<file path="src/hw/rtl/mna_pkg.sv">
// Shared types and constants for the mixed number arithmetic unit.
// No dependencies; every other file imports this package.
package mna_pkg;

  localparam logic [2:0] OP_ADD = 3'd0;
  localparam logic [2:0] OP_SUB = 3'd1;
  localparam logic [2:0] OP_MUL = 3'd2;
  localparam logic [2:0] OP_DIV = 3'd3;
  localparam logic [2:0] OP_CMP = 3'd4;

  localparam logic [1:0] CMP_LT = 2'd0;
  localparam logic [1:0] CMP_EQ = 2'd1;
  localparam logic [1:0] CMP_GT = 2'd2;

  localparam int QW = 28;  // magnitude of the improper result numerator
  localparam int DW = 21;  // result denominator

  typedef struct packed {
    logic          arith;  // add/sub/mul/div with a nonzero denominator
    logic          err;
    logic [1:0]    cmp;
    logic          neg;
    logic [DW-1:0] den;
  } ctl_t;

endpackage

</file>
<file path="src/hw/rtl/mna_front.sv">
// Front end: improper fractions, cross products, numerator select.
// Three register stages; depends on mna_pkg.
module mna_front import mna_pkg::*; (
  input  logic          clk,
  input  logic          rst_n,
  input  logic          adv,
  input  logic          in_vld,
  input  logic [47:0]   in_data,
  output logic          f_vld,
  output logic [QW-1:0] f_mag,
  output ctl_t          f_ctl
);

  // stage 1
  logic        v1_r;
  logic [2:0]  op1_r;
  logic [13:0] n1_r, n2_r;
  logic [6:0]  ad1_r, bd1_r;
  // stage 2
  logic        v2_r;
  logic [2:0]  op2_r;
  logic [20:0] p1_r, p2_r, dd_r, dv_r;
  logic [27:0] pm_r;
  // stage 3
  logic        v3_r;
  logic [QW-1:0] mag_r;
  ctl_t        ctl_r;

  logic [6:0] aw, an, ad, bw, bn, bd;
  assign aw = in_data[9:3];
  assign an = in_data[16:10];
  assign ad = in_data[23:17];
  assign bw = in_data[30:24];
  assign bn = in_data[37:31];
  assign bd = in_data[44:38];

  always_ff @(posedge clk) begin
    if (!rst_n) begin
      v1_r <= 1'b0;
      v2_r <= 1'b0;
      v3_r <= 1'b0;
    end else if (adv) begin
      v1_r <= in_vld;
      v2_r <= v1_r;
      v3_r <= v2_r;
    end
  end

  logic signed [29:0] num;
  logic [DW-1:0]      den;
  logic               arith;
  ctl_t               ctl_nxt;

  always_comb begin
    arith = 1'b1;
    num   = '0;
    den   = dd_r;
    case (op2_r)
      OP_ADD: num = $signed({9'd0, p1_r}) + $signed({9'd0, p2_r});
      OP_SUB: num = $signed({9'd0, p1_r}) - $signed({9'd0, p2_r});
      OP_MUL: num = $signed({2'd0, pm_r});
      OP_DIV: begin
        num = $signed({9'd0, p1_r});
        den = dv_r;
      end
      default: arith = 1'b0;
    endcase
    ctl_nxt       = '0;
    ctl_nxt.err   = arith && (den == '0);
    ctl_nxt.arith = arith && (den != '0);
    ctl_nxt.neg   = num[29];
    ctl_nxt.den   = den;
    if (op2_r == OP_CMP) begin
      ctl_nxt.cmp = (p1_r > p2_r) ? CMP_GT : ((p1_r < p2_r) ? CMP_LT : CMP_EQ);
    end
  end

  logic [29:0] num_abs;
  assign num_abs = num[29] ? 30'(-num) : 30'(num);

  always_ff @(posedge clk) begin
    if (adv) begin
      op1_r <= in_data[2:0];
      n1_r  <= {7'd0, aw} * {7'd0, ad} + {7'd0, an};
      n2_r  <= {7'd0, bw} * {7'd0, bd} + {7'd0, bn};
      ad1_r <= ad;
      bd1_r <= bd;
      op2_r <= op1_r;
      // left/right of compare equal these two cross products
      p1_r  <= {7'd0, n1_r} * {14'd0, bd1_r};
      p2_r  <= {7'd0, n2_r} * {14'd0, ad1_r};
      pm_r  <= {14'd0, n1_r} * {14'd0, n2_r};
      dd_r  <= {14'd0, ad1_r} * {14'd0, bd1_r};
      dv_r  <= {14'd0, ad1_r} * {7'd0, n2_r};
      mag_r <= num_abs[QW-1:0];
      ctl_r <= ctl_nxt;
    end
  end

  assign f_vld = v3_r;
  assign f_mag = mag_r;
  assign f_ctl = ctl_r;

endmodule

</file>
<file path="src/hw/rtl/mna_div.sv">
// Unsigned restoring divider, one quotient bit per register stage.
// Depends on mna_pkg for widths and the side-band struct.
module mna_div import mna_pkg::*; (
  input  logic          clk,
  input  logic          rst_n,
  input  logic          adv,
  input  logic          d_vld,
  input  logic [QW-1:0] d_mag,
  input  ctl_t          d_ctl,
  output logic          q_vld,
  output logic [QW-1:0] q_quo,
  output logic [DW-1:0] q_rem,
  output ctl_t          q_ctl
);

  logic          vld_r [0:QW];
  logic [QW-1:0] sh_r  [0:QW];
  logic [DW-1:0] rem_r [0:QW];
  ctl_t          ctl_r [0:QW];

  assign vld_r[0] = d_vld;
  assign sh_r[0]  = d_mag;
  assign rem_r[0] = '0;
  assign ctl_r[0] = d_ctl;

  genvar k;
  generate
    for (k = 0; k < QW; k++) begin : g_stage
      logic [DW:0] trial;
      logic        take;
      assign trial = {rem_r[k], sh_r[k][QW-1]};
      assign take  = trial >= {1'b0, ctl_r[k].den};

      always_ff @(posedge clk) begin
        if (!rst_n) begin
          vld_r[k+1] <= 1'b0;
        end else if (adv) begin
          vld_r[k+1] <= vld_r[k];
        end
      end

      // shift dividend out of the top, quotient bits in at the bottom
      always_ff @(posedge clk) begin
        if (adv) begin
          sh_r[k+1]  <= {sh_r[k][QW-2:0], take};
          rem_r[k+1] <= take ? DW'(trial - {1'b0, ctl_r[k].den}) : trial[DW-1:0];
          ctl_r[k+1] <= ctl_r[k];
        end
      end
    end
  endgenerate

  assign q_vld = vld_r[QW];
  assign q_quo = sh_r[QW];
  assign q_rem = rem_r[QW];
  assign q_ctl = ctl_r[QW];

endmodule

</file>
<file path="src/hw/rtl/mixed_number_arithmetic_unit.sv">
// Channel | dir | fields (low bit up)
// in_     | in  | op[2:0] a_whole a_num a_den b_whole b_num b_den, 48-bit tdata
// out_    | out | res_whole res_num res_den cmp_out zero_den_err, 80-bit tdata
//
// One request per cycle while the output is not stalled; the pipeline is 3 front stages,
// 28 divider stages and an output register. The divider's one-bit-per-stage chain sets depth.
// rst_n clears all valid bits. A stalled output freezes the whole pipeline.
// Top level; depends on mna_pkg, mna_front and mna_div.
module mixed_number_arithmetic_unit import mna_pkg::*; (
  input  logic        clk,
  input  logic        rst_n,
  input  logic        in_tvalid,
  output logic        in_tready,
  input  logic [47:0] in_tdata,   // op, a_whole, a_num, a_den, b_whole, b_num, b_den
  output logic        out_tvalid,
  input  logic        out_tready,
  output logic [79:0] out_tdata   // res_whole, res_num, res_den, cmp_out, zero_den_err
);

  logic          adv;
  logic          f_vld, q_vld;
  logic [QW-1:0] f_mag, q_quo;
  logic [DW-1:0] q_rem;
  ctl_t          f_ctl, q_ctl;

  logic          out_vld_r;
  logic [79:0]   out_data_r;

  assign adv       = !out_vld_r || out_tready;
  assign in_tready = adv;

  mna_front u_front (
    .clk(clk), .rst_n(rst_n), .adv(adv),
    .in_vld(in_tvalid), .in_data(in_tdata),
    .f_vld(f_vld), .f_mag(f_mag), .f_ctl(f_ctl)
  );

  mna_div u_div (
    .clk(clk), .rst_n(rst_n), .adv(adv),
    .d_vld(f_vld), .d_mag(f_mag), .d_ctl(f_ctl),
    .q_vld(q_vld), .q_quo(q_quo), .q_rem(q_rem), .q_ctl(q_ctl)
  );

  logic [28:0] whole;
  logic [21:0] rnum;
  logic [20:0] rden;
  logic [79:0] out_data_nxt;

  // quotient and remainder take the numerator's sign
  always_comb begin
    whole = '0;
    rnum  = '0;
    rden  = '0;
    if (q_ctl.arith) begin
      whole = q_ctl.neg ? 29'(-{1'b0, q_quo}) : {1'b0, q_quo};
      rnum  = q_ctl.neg ? 22'(-{1'b0, q_rem}) : {1'b0, q_rem};
      rden  = q_ctl.den;
    end
    out_data_nxt = {5'd0, q_ctl.err, q_ctl.cmp, rden, rnum, whole};
  end

  always_ff @(posedge clk) begin
    if (!rst_n) begin
      out_vld_r <= 1'b0;
    end else if (adv) begin
      out_vld_r <= q_vld;
    end
  end

  always_ff @(posedge clk) begin
    if (adv) begin
      out_data_r <= out_data_nxt;
    end
  end

  assign out_tvalid = out_vld_r;
  assign out_tdata  = out_data_r;

  a_err_zero: assert property (@(posedge clk) disable iff (!rst_n)
    out_tvalid && out_tdata[74] |-> out_tdata[73:0] == '0)
    else $error("error flag with nonzero fields");

  a_cmp_code: assert property (@(posedge clk) disable iff (!rst_n)
    out_tvalid |-> out_tdata[73:72] != 2'd3)
    else $error("bad compare code");

  a_cmp_excl: assert property (@(posedge clk) disable iff (!rst_n)
    out_tvalid && out_tdata[73:72] != 2'd0 |-> out_tdata[71:51] == '0)
    else $error("compare result with a denominator");

  a_rst: assert property (@(posedge clk) !rst_n |=> !out_tvalid)
    else $error("output valid after reset");

endmodule

</file>
<file path="config.mk">
export PLATFORM = sky130hd
export DESIGN_NAME = mixed_number_arithmetic_unit
export DESIGN_NICKNAME = d
export VERILOG_FILES = /design/src/hw/rtl/mna_pkg.sv /design/src/hw/rtl/mna_front.sv /design/src/hw/rtl/mna_div.sv /design/src/hw/rtl/mixed_number_arithmetic_unit.sv
export SDC_FILE = /design/constraint.sdc
export NUM_CORES = 2
export LEC_CHECK = 0
export BUFFER_PORTS_ARGS = -buffer_cell sky130_fd_sc_hd__buf_2
export CAP_MARGIN = 0
export CELL_PAD_IN_SITES_DETAIL_PLACEMENT = 1
export CELL_PAD_IN_SITES_GLOBAL_PLACEMENT = 1
export CORE_ASPECT_RATIO = 0.75
export CORE_MARGIN = 8
export CORE_UTILIZATION = 45
export CTS_BUF_LIST = sky130_fd_sc_hd__clkbuf_4 sky130_fd_sc_hd__clkbuf_8
export CTS_CLUSTER_SIZE = 25
export DETAILED_ROUTE_END_ITERATION = 8
export PLACE_DENSITY_LB_ADDON = 0.1
export SLEW_MARGIN = 5
export SYNTH_ARGS = -nofsm -noshare
export SYNTH_HDL_FRONTEND = slang
export SYNTH_SLANG_ARGS = --single-unit
</file>
<file path="constraint.sdc">
create_clock -name clk -period 183.9 [get_ports clk]
set_clock_uncertainty 0.1 [all_clocks]
set_input_delay 27.585 -clock clk [delete_from_list [all_inputs] [get_ports clk]]
set_output_delay 27.585 -clock clk [all_outputs]
set_load 0.01 [all_outputs]
</file>
; Word level (Yosys, flattened, before mapping)
; Index checks and enable logic that the tools add are counted.
[totals]
reg_bits = 2393
inputBits = 52
out_inout_bits = 82
elab_cells = 371
[op_classes]
addsub = 35
multipliers = 6
n_lt_le_gt_ge = 30
n_eq_ne = 4
muxes = 36
n_bitwise = 1
reduce_logical = 10
[ops]
columns = op, count
row1 = two-way mux 21 bit, 29
row2 = greater-or-equal comparator 22 x 21 -> 1 bit, 27
row3 = subtractor 21 bit, 27
row4 = one-hot mux 30 bit (4 select lines), 1
row5 = two-way mux 28 bit, 2
row6 = multiplier 14 x 7 -> 21 bit, 2
row7 = multiplier 7 x 7 -> 14 bit, 3
row8 = negator 28 -> 29 bit, 1
row9 = adder 14 x 7 -> 14 bit, 2
row10 = multiplier 14 x 14 -> 28 bit, 1
row11 = negator 28 bit, 1
row12 = adder 21 x 21 -> 22 bit, 1
row13 = negator 21 -> 22 bit, 1
row14 = subtractor 21 x 21 -> 22 bit, 1
row15 = greater-or-equal comparator 1 x 21 -> 1 bit, 1
row16 = greater-than comparator 21 bit, 1
row17 = logical NOT 21 bit, 1
row18 = less-than comparator 21 bit, 1
row19 = nonzero test 21 bit, 1
row20 = subtractor 1 x 21 -> 21 bit, 1
row21 = equality test 3 x 2 -> 1 bit (second input constant), 2
row22 = OR reduction 4 bit, 1
row23 = equality test 3 x 1 -> 1 bit (second input constant), 1
row24 = equality test 3 bit (second input constant), 1
row25 = 9 further kinds, 12

; Logic depth before layout (Yosys ltp)
[logic_depth]
ltp_word = 4
ltp_mapped = 25
mapped_depth_nobuf = 24

; Hierarchy
; Synthesis repeated with hierarchy kept, for this count alone.
[hier_totals]
cells_unflattened = 10647
area_unflattened_um2 = 130646.6
[by_module_without_submodules]
columns = module, n_inst, cells_each, area_each_um2, seq_area_each_um2
row1 = mna_div, 1, 7479, 99812.0, 63621.0
row2 = mna_front, 1, 2797, 26714.4, 5645.4
row3 = mixed_number_arithmetic_unit, 1, 371, 4120.2, 2272.2

; Worst setup path after synthesis
; OpenSTA, ideal clock, no wires.
[synth_timing]
path_type = input port to output port
startpoint = input port out_tready
endpoint = output port in_tready
arrival_ns = 91.553
t_required_ns = 156.215
path_slack_ns = 64.662
cell_stages = 4
n_path_buf = 2
path_cell_list = nor2b_1 > clkbuf_1 > inv_1 > clkbuf_1
[synth_between]
elab_chain_len = 1
[synth_lines]
columns = item, line
row1 = "start, declared", mixed_number_arithmetic_unit.sv:16  ; input logic out_tready,
row2 = logical OR 1 bit, mixed_number_arithmetic_unit.sv:29  ; assign adv = !out_vld_r || out_tready;
row3 = "end, declared", mixed_number_arithmetic_unit.sv:13  ; output logic in_tready,
; No other way between the ends.

; Worst setup path in the final report
; Same ends and word-level chain as after synthesis.

==> summary.md <==
Global routing
- 208 — pin count of the biggest net entering global routing
- 2.56% — global routing met3 resource utilization
- 470,000 um — first-pass GRT wire length
- 0 — global route overflow
- 28.0% — met1 track demand over resource
- met2 — busiest layer in global routing
- 83,346 — number of global-route vias before repair
- 13 — number of antenna violations at the first check in global routing
- 19.3% — total routing usage reported by global routing
- 30.9% — met2 demand-to-capacity share in global routing

STA
- 1210 ps — transition at the pin with the smallest max-transition slack
- 17.7 MHz — timing-limited maximum frequency
- 19.2% — headroom to the max-slew limit
- 30.7% — Final period util
- 0 — number of endpoints with negative hold slack in the final report
- 0 ps — setup tns final
- 56,550 ps — shortest clock period the worst path allows after layout
- false — unrepaired setup endpoints after global routing
- 0 — number of pins with negative max-slew slack in the final report
- 0 — Final setup viols

Hold path
- register to register — hold crit path type
- u_div.ctl_r[412] — launch instance of the worst min-delay path

Clock tree
- 0 — Post CTS Setup Buffer Count
- 990 ps — clock latency on the worst-skew pair
- 5 — H-Tree Depth
- 4 — Max Root-Sink Buffers
- 2,393 — CTS Sinks
- sky130_fd_sc_hd__clkbuf_8 — root cell of the clock tree
- 383 — number of clock buffers inserted by TritonCTS
- 0 — Resize count post-CTS
- 60 ps — CTS clk-pin slew, worst paths
- yes — TritonCTS clock tree
- 0 — hold_buf cts

Worst setup path
- 28,860 ps — arrival time reported for the critical path endpoint
- input pin — startpoint type of the worst setup path
- sky130_fd_sc_hd__buf_2 — CP max-delay cell
- 58 — critical-path maximum fanout
- u_front.n2_r[3] — reg-to-reg critical path startpoint
- input pin to output pin — classification of the worst setup path
- buf_2 > nor2b_2 > buf_4 > inv_8 > buf_2 — worst path cell trace
- buffers and inverters — crit-path leading delay family
- 176,060 ps — Reg2Reg Setup Slack
- 4 — number of buffer and inverter stages on the critical path
- out_tready — origin of the worst setup path
- 156,210 ps — critical path data required time
- output pin — critical path endpoint category
- sky130_fd_sc_hd__buf_2 — most frequent cell on the critical path
- 420 ps — slowest cell delay on critical path

Job
- 0 — Max Cap Violations

Drt
- 0 — Remaining DRCs
- 78,491 — via count
- 0 — residual antenna-violating net count after detailed routing
- 4,591 — drt first-iter violations
- 5 — DRT Pass-1 Iters
- 297,000 um — aggregate routed wire length
- 20.2 um — average wire length per cell after detail routing
- 5.34 — Via-to-Cell Ratio

Synth
- 8.67% — area fraction in compound gates after synthesis
- 9.38% — area fraction in and, or, nand and nor cells after synthesis
- 81 — distinct cell type count after synthesis
- 0% — async set-reset flop share out of synthesis
- 2,393 — synthesized flop and latch total
- 0.128 mm2 — summed instance area of the synthesized netlist
- 10,253 — number of cells produced by synthesis
- 56.0% — part of the Yosys area used for sequential elements
- 4.11% — xor and xnor area share after synthesis
- 2,361 — Post-synth EDFFs
- 14.5% — synthesized-area fraction occupied by adder cells
- sky130_fd_sc_hd__edfxtp_1 — main flop type after synthesis
- 12.5 um2 — mean instance size in the synthesized netlist
- 0 — yosys synthesis warning count
- 3.10% — post-synthesis mux area share
- adder cells — dominant combinational cell family by area after synthesis

Die
- 169 — row cnt
- 45.2% — starting density of the core
- 631 um — horizontal extent of the die
- 477 um — vertical die dimension
- 0.283 mm2 — Core Area
- 134 — IO Count
- 0.301 mm2 — area of the die

Cells and area
- 11,938 — Nets
- 29,080 — number of inserted filler cells in the final layout
- sky130_fd_sc_hd__edfxtp_1 — leading cell type in the layout, fill and taps excluded
- 10.0% — synthesis-to-layout area growth
- 2,361 x sky130_fd_sc_hd__edfxtp_1, 1,203 x sky130_fd_sc_hd__inv_1, 884 x sky130_fd_sc_hd__ha_1 — commonest cells after routing, fill and taps aside
- 10.9% — fraction of final layout cells with drive strength greater than 1

Placed design
- 0.837 — gpl congestion
- 125 — IO buf count
- 220,000 um — estimated wirelength of the detail-placed design

Status
- finished clean — run status

==> metal layers <==
layer	routed length (um)	up-vias	share of wire (%)
met5	19	-	0.0064
met4	6740	2	2.3
met3	11400	451	3.8
met2	135000	1256	45
met1	144000	39500	48
li1	-	37282	-
==> flip-flops by register name, summed over array words and instances, names as in the netlist, 27 cells and up <==
name                 count
out_tdata               75
u_div.ctl_r            702
u_div.g_stage.trial    594
u_div.q_quo             28
u_div.sh_r             729
u_div.vld_r             27
u_front.f_mag           28
u_front.pm_r            28
==> Yosys cell counts (44+ instances only) <==
| master | instances | area [um2] |
|---|---|---|
| sky130_fd_sc_hd__nand2_1 | 754 | 2830 |
| sky130_fd_sc_hd__nor3_1 | 179 | 896 |
| sky130_fd_sc_hd__a211oi_1 | 66 | 495 |
| sky130_fd_sc_hd__inv_1 | 1204 | 4520 |
| sky130_fd_sc_hd__and2_1 | 342 | 2140 |
| sky130_fd_sc_hd__a21boi_0 | 60 | 450 |
| sky130_fd_sc_hd__edfxtp_1 | 2361 | 70900 |
| sky130_fd_sc_hd__nor2b_1 | 120 | 751 |
| sky130_fd_sc_hd__fa_1 | 374 | 7490 |
| sky130_fd_sc_hd__mux2_2 | 296 | 3330 |
| sky130_fd_sc_hd__o21bai_1 | 50 | 375 |
| sky130_fd_sc_hd__nand3_1 | 100 | 500 |
| sky130_fd_sc_hd__a21o_1 | 194 | 1460 |
| sky130_fd_sc_hd__a31oi_1 | 44 | 275 |
| sky130_fd_sc_hd__o21a_1 | 103 | 773 |
| sky130_fd_sc_hd__xnor2_1 | 428 | 3750 |
| sky130_fd_sc_hd__a21oi_1 | 533 | 2670 |
| sky130_fd_sc_hd__nor4_1 | 46 | 288 |
| sky130_fd_sc_hd__mux2i_1 | 60 | 601 |
| sky130_fd_sc_hd__xor2_1 | 171 | 1500 |
| sky130_fd_sc_hd__nand4_1 | 93 | 582 |
| sky130_fd_sc_hd__clkbuf_1 | 211 | 792 |
| sky130_fd_sc_hd__o21ai_0 | 376 | 1880 |
| sky130_fd_sc_hd__nor2_1 | 546 | 2050 |
| sky130_fd_sc_hd__ha_1 | 884 | 11100 |
| sky130_fd_sc_hd__nand2b_1 | 95 | 594 |
| sky130_fd_sc_hd__o31ai_1 | 58 | 435 |
==> kinds of logic after synthesis <==
group,after synthesis
xor gates and xnor gates,599
AOI/OAI and AO/OA,1741
DFF,2393
and+or+nand+nor,2464
adders and majority gates,1258
other,1
buffers and inverters,1440
muxes,357
==> metrics by stage <==
step	worst slack (ps)	std cells	hold slack, ps	area [um2]	util [%]
after detailed placement	127300	14005	305	133000	47.1
after global routing	127270	14686	248	141000	49.7
final	127350	14687	265	141000	49.7
after CTS	127300	14685	243	141000	49.7
after floorplan	64660	10257	300	128000	-
after global placement	127300	14005	300	133000	47.1
==> worst paths after layout <==
kind	end	cells after the start
max	in_tready	5
min	u_div.ctl_r[386]	0
max reg2reg	u_front.pm_r[25]	24
min reg2reg	u_div.ctl_r[386]	0
==> final cells by class <==
type / count / area, um2 / share of cell area [%]
multi-input cells: 6424 / 50900 / 36.2
repair buffers: 219 / 1380 / 0.982
inverters: 1207 / 4540 / 3.23
clock inverters: 181 / 1350 / 0.961
flip-flops and latches: 2393 / 71500 / 50.9
clock buffers: 499 / 6200 / 4.41
diodes: 2 / 5.00 / 0.00356
well taps: 3762 / 4710 / 3.35
Power is not shown: default switching activity piles up to over one toggle a cycle in this logic, so the estimate is an artifact.
